`src/rtl/safr_pkg.sv`:
```
// ----------------------------------------------------------------------------
// safr_pkg
// Shared types and constants of the FIFO-reuse slot allocator.
// ----------------------------------------------------------------------------
package safr_pkg;

  localparam int SLOTS        = 256;
  localparam int PAYLOAD_BITS = 32;
  localparam int SLOT_W       = (SLOTS > 1) ? $clog2(SLOTS) : 1;
  localparam int COUNT_W      = $clog2(SLOTS + 1);

  // function codes; code 3 decodes as a read
  localparam logic [1:0] FN_ALLOC = 2'd0;
  localparam logic [1:0] FN_FREE  = 2'd1;
  localparam logic [1:0] FN_READ  = 2'd2;

  localparam logic [2:0] ST_ALLOC      = 3'd0;
  localparam logic [2:0] ST_FREED      = 3'd1;
  localparam logic [2:0] ST_FREE_IGN   = 3'd2;
  localparam logic [2:0] ST_READ_OK    = 3'd3;
  localparam logic [2:0] ST_READ_EMPTY = 3'd4;
  localparam logic [2:0] ST_FULL       = 3'd5;

  typedef struct packed {
    logic [1:0]  func;
    logic [7:0]  slot_index;
    logic [31:0] entry_data;
  } req_t;

  typedef struct packed {
    logic [7:0]  granted_slot;
    logic [31:0] read_data;
    logic        slot_occupied;
    logic [2:0]  status;
  } rsp_t;

  // controller to datapath commands
  typedef struct packed {
    logic capture;
    logic fetch;
    logic exec;
  } cmd_t;

endpackage

```
`src/rtl/safr_ctrl.sv`:
```
// ----------------------------------------------------------------------------
// safr_ctrl
// Sequencer: capture request, fetch from the stores, execute and respond.
// ----------------------------------------------------------------------------
module safr_ctrl import safr_pkg::*; (
  input  logic clk,
  input  logic rst,
  input  logic start,
  output logic busy,
  output cmd_t cmd
);

  typedef enum logic [1:0] {
    S_IDLE,
    S_FETCH,
    S_EXEC
  } state_t;

  state_t state;
  state_t state_next;

  always_comb begin
    case (state)
      S_IDLE:  state_next = (start && !busy) ? S_FETCH : S_IDLE;
      S_FETCH: state_next = S_EXEC;
      S_EXEC:  state_next = S_IDLE;
      default: state_next = S_IDLE;
    endcase
  end

  always_ff @(posedge clk) begin
    if (rst) begin
      state <= S_IDLE;
      busy  <= 1'b0;
    end else begin
      state <= state_next;
      busy  <= (state_next != S_IDLE);
    end
  end

  assign cmd.capture = start && !busy;
  assign cmd.fetch   = (state == S_FETCH);
  assign cmd.exec    = (state == S_EXEC);

endmodule

```
`config.mk`:
```
export PLATFORM = sky130hd
export DESIGN_NAME = safr_ctrl
export DESIGN_NICKNAME = d
export VERILOG_FILES = /design/src/rtl/safr_pkg.sv /design/src/rtl/safr_ctrl.sv
export SDC_FILE = /design/constraint.sdc
export NUM_CORES = 1
export LEC_CHECK = 0
export ABC_CLOCK_PERIOD_IN_PS = 1600
export BUFFER_PORTS_ARGS = -buffer_cell sky130_fd_sc_hd__buf_2
export CAP_MARGIN = 20
export CORE_AREA = 2 2 39 41
export DETAILED_ROUTE_END_ITERATION = 6
export DIE_AREA = 0 0 41 43
export PLACE_DENSITY = 0.3
export SKIP_LAST_GASP = 1
export SLEW_MARGIN = 20
export SYNTH_ARGS = -nofsm -noshare
export SYNTH_HDL_FRONTEND = slang
export SYNTH_SLANG_ARGS = --single-unit
```
`constraint.sdc`:
```
create_clock -name clk -period 1.6 [get_ports clk]
set_input_delay 0.08 -clock clk [delete_from_list [all_inputs] [get_ports clk]]
set_output_delay 0.08 -clock clk [all_outputs]
set_load 0.01 [all_outputs]
```
==> insert_results.sql <==
INSERT INTO impl_metrics (metric_group, metric, value, unit) VALUES
('run_status', 'status', 'complete, no violations', ''),
('setup_path', 'worst-endpoint-required', '1.52', 'ns'),
('cells_and_area', 'finalNetCount', '24', ''),
('die', 'vert_die_dim', '43', 'um'),
('logic_synthesis', 'syn-num-nets', '14', ''),
('cells_and_area', 'most-common-layout-cells', 'buf_2 (6), dfxtp_1 (3), clkbuf_4 (3)', ''),
('cells_and_area', 'antenna-diode-count', '0', ''),
('global_route', 'first_global_vias', '96', ''),
('cts', 'cts.path.max_buffers', '2', ''),
('global_route', 'grt_util_all_layers', '0.0381', ''),
('placement', 'place_inst', '32', ''),
('job', 'drv_cap', '0', ''),
('setup_path', 'critical_path.startpoint', 'state[1]$_SDFF_PP0_', ''),
('setup_path', 'timing_worst_setup_path_type', 'reg2out', ''),
('logic_synthesis', 'mappedNetlistArea', '124', 'um^2'),
('placement', 'detailed_place.area', '166', 'um^2'),
('route', 'final_antenna_net_count', '0', ''),
('cts', 'cts.htree.levels', '1', ''),
('global_route', 'globalRouteOverflowTotal', '0', ''),
('timing', 'clock.fmax', '1.05', 'GHz'),
('global_route', 'grt_antenna_before_repair', '0', ''),
('timing', 'final_cycle_utilization_of_the_critical_path', '0.598', ''),
('die', 'start_util', '0.0895', ''),
('timing', 'maxSlewViolCount', '0', ''),
('cells_and_area', 'layout_commonest_cell', 'buf_2', ''),
('power', 'report.power.total', '239', 'uW'),
('logic_synthesis', 'synth_top_cell_area_share', '0.485', ''),
('timing', 'hold_viol', '0', ''),
('placement', 'place.gp.congestion', '0.537', ''),
('timing', 'timing_worst_slew_pin_value', '0.146', 'ns'),
('cells_and_area', 'final_layout_size_suffix_gt1_frac', '0.550', ''),
('setup_path', 'critical_path_arrival', '0.88', 'ns'),
('cts', 'cts_tree', 'built', ''),
('power', 'vdd_ir_drop_max', '0.119', 'mV'),
('cts', 'ctsHoldBuffers', '0', ''),
('die', 'placement_rows', '14', ''),
('power', 'power.switching_fraction', '0.216', ''),
('timing', 'max_slew_margin', '0.902', ''),
('timing', 'worst_hold_slack', '0.108', 'ns'),
('power', 'clock_power_share', '0.544', ''),
('logic_synthesis', 'ys_ff_latch', '3', ''),
('power', 'flop_pwr_share', '0.355', ''),
('placement', 'place.port_buffers', '6', ''),
('setup_path', 'timing.critical_path.to_type', 'output port', ''),
('hold_path', 'type_of_the_tightest_min_delay_check', 'in2reg', ''),
('route', 'post_drt_wl_per_cell', '6.14', 'um'),
('power', 'combPwrFrac', '0.101', ''),
('cells_and_area', 'areaGrowthSynthToFinish', '55.6', '%'),
('cts', 'cts.sinks', '3', ''),
('die', 'io_pins', '7', ''),
('power', 'power_density', '1240', 'nW/um^2'),
('die', 'die-width', '41', 'um'),
('route', 'drt-initial-drc-count', '0', ''),
('placement', 'post-place-ws', '0.880', 'ns'),
('die', 'fp.coreArea', '1380', 'um^2'),
('timing', 'finClkSkew', '0.00104', 'ns'),
('cells_and_area', 'design_area', '193', 'um^2'),
('route', 'route.detailed.vias_per_inst', '3.03', ''),
('setup_path', 'biggest_fanout_along_the_worst_timing_path', '3', ''),
('global_route', 'grt_start_max_net_pins', '6', ''),
('route', 'drt_pass1_iterations', '1', ''),
('timing', 'layout_setup_ws', '0.644', 'ns'),
('cts', 'post_cts_buffers', '0', ''),
('power', 'intPower', '187', 'uW'),
('cts', 'cts_buffers', '3', ''),
('power', 'power.static_leakage', '0.0982', 'nW'),
('logic_synthesis', 'yosysUniqueCellTypes', '9', ''),
('logic_synthesis', 'syn-instance-count', '11', ''),
('cts', 'clk_transition_reported_paths', '0.04', 'ns'),
('die', 'die_area', '1760', 'um^2'),
('setup_path', 'setup_crit_start_kind', 'flip-flop', '');
worst max-delay path, cell delays in order, from the launching register on:
cell,delay [ns]
dfxtp_1,0.34
and2b_1,0.18
buf_2,0.13
power groups by stage:
stage | Clock [mW] | Sequential [mW] | Combinational [mW]
after floorplan | 0 | 0.0864 | 0.0158
after global placement | 0 | 0.0860 | 0.0244
after detailed placement | 0 | 0.0862 | 0.0244
after CTS | 0.139 | 0.0851 | 0.0246
after global routing | 0.141 | 0.0854 | 0.0270
final | 0.130 | 0.0850 | 0.0241
final timing paths:
check | endpoint | slack, ns | cells past startpoint
hold / removal | busy$_SDFF_PP0_ | 0.11 | 3
setup / recovery | cmd[1] | 0.64 | 2
hold reg to reg | state[1]$_SDFF_PP0_ | 0.52 | 1
setup reg to reg | busy$_SDFF_PP0_ | 0.92 | 2
logic make-up after synthesis:
| group | synth area share |
|---|---|
| flops | 0.485 |
| simple gates | 0.394 |
| buf+inv | 0.0606 |
| compound gates | 0.0606 |
layout make-up:
cell class                      count  area (um^2)
Fill cell                         157         1190
Sequential cell                     3         60.1
Multi-Input combinational cell      7         56.3
Timing Repair Buffer                6         30.0
Clock buffer                        4         26.3
Tap cell                           16         20.0
sequential cells by signal, summed over array words and instances, names as in the netlist:
name / count
busy: 1
state: 2
Yosys cell counts (all sizes together):
| cell | count |
|---|---|
| dfxtp | 3 |
| nor2b | 2 |
| and2 | 1 |
| and2b | 1 |
| and3b | 1 |
| buf | 1 |
| nor2 | 1 |
| o21a | 1 |
per-layer routing:
| layer | track usage | vias to the layer above | routed length, um |
|---|---|---|---|
| li1 | - | 53 | - |
| met1 | 0.0319 | 53 | 78 |
| met2 | 0.0313 | 3 | 128 |
| met3 | 0.0157 | 0 | 15 |
| met4 | 0.100 | 0 | 0 |
| met5 | 0 | - | 0 |
Note: power is estimated with default switching activity, not from simulation.
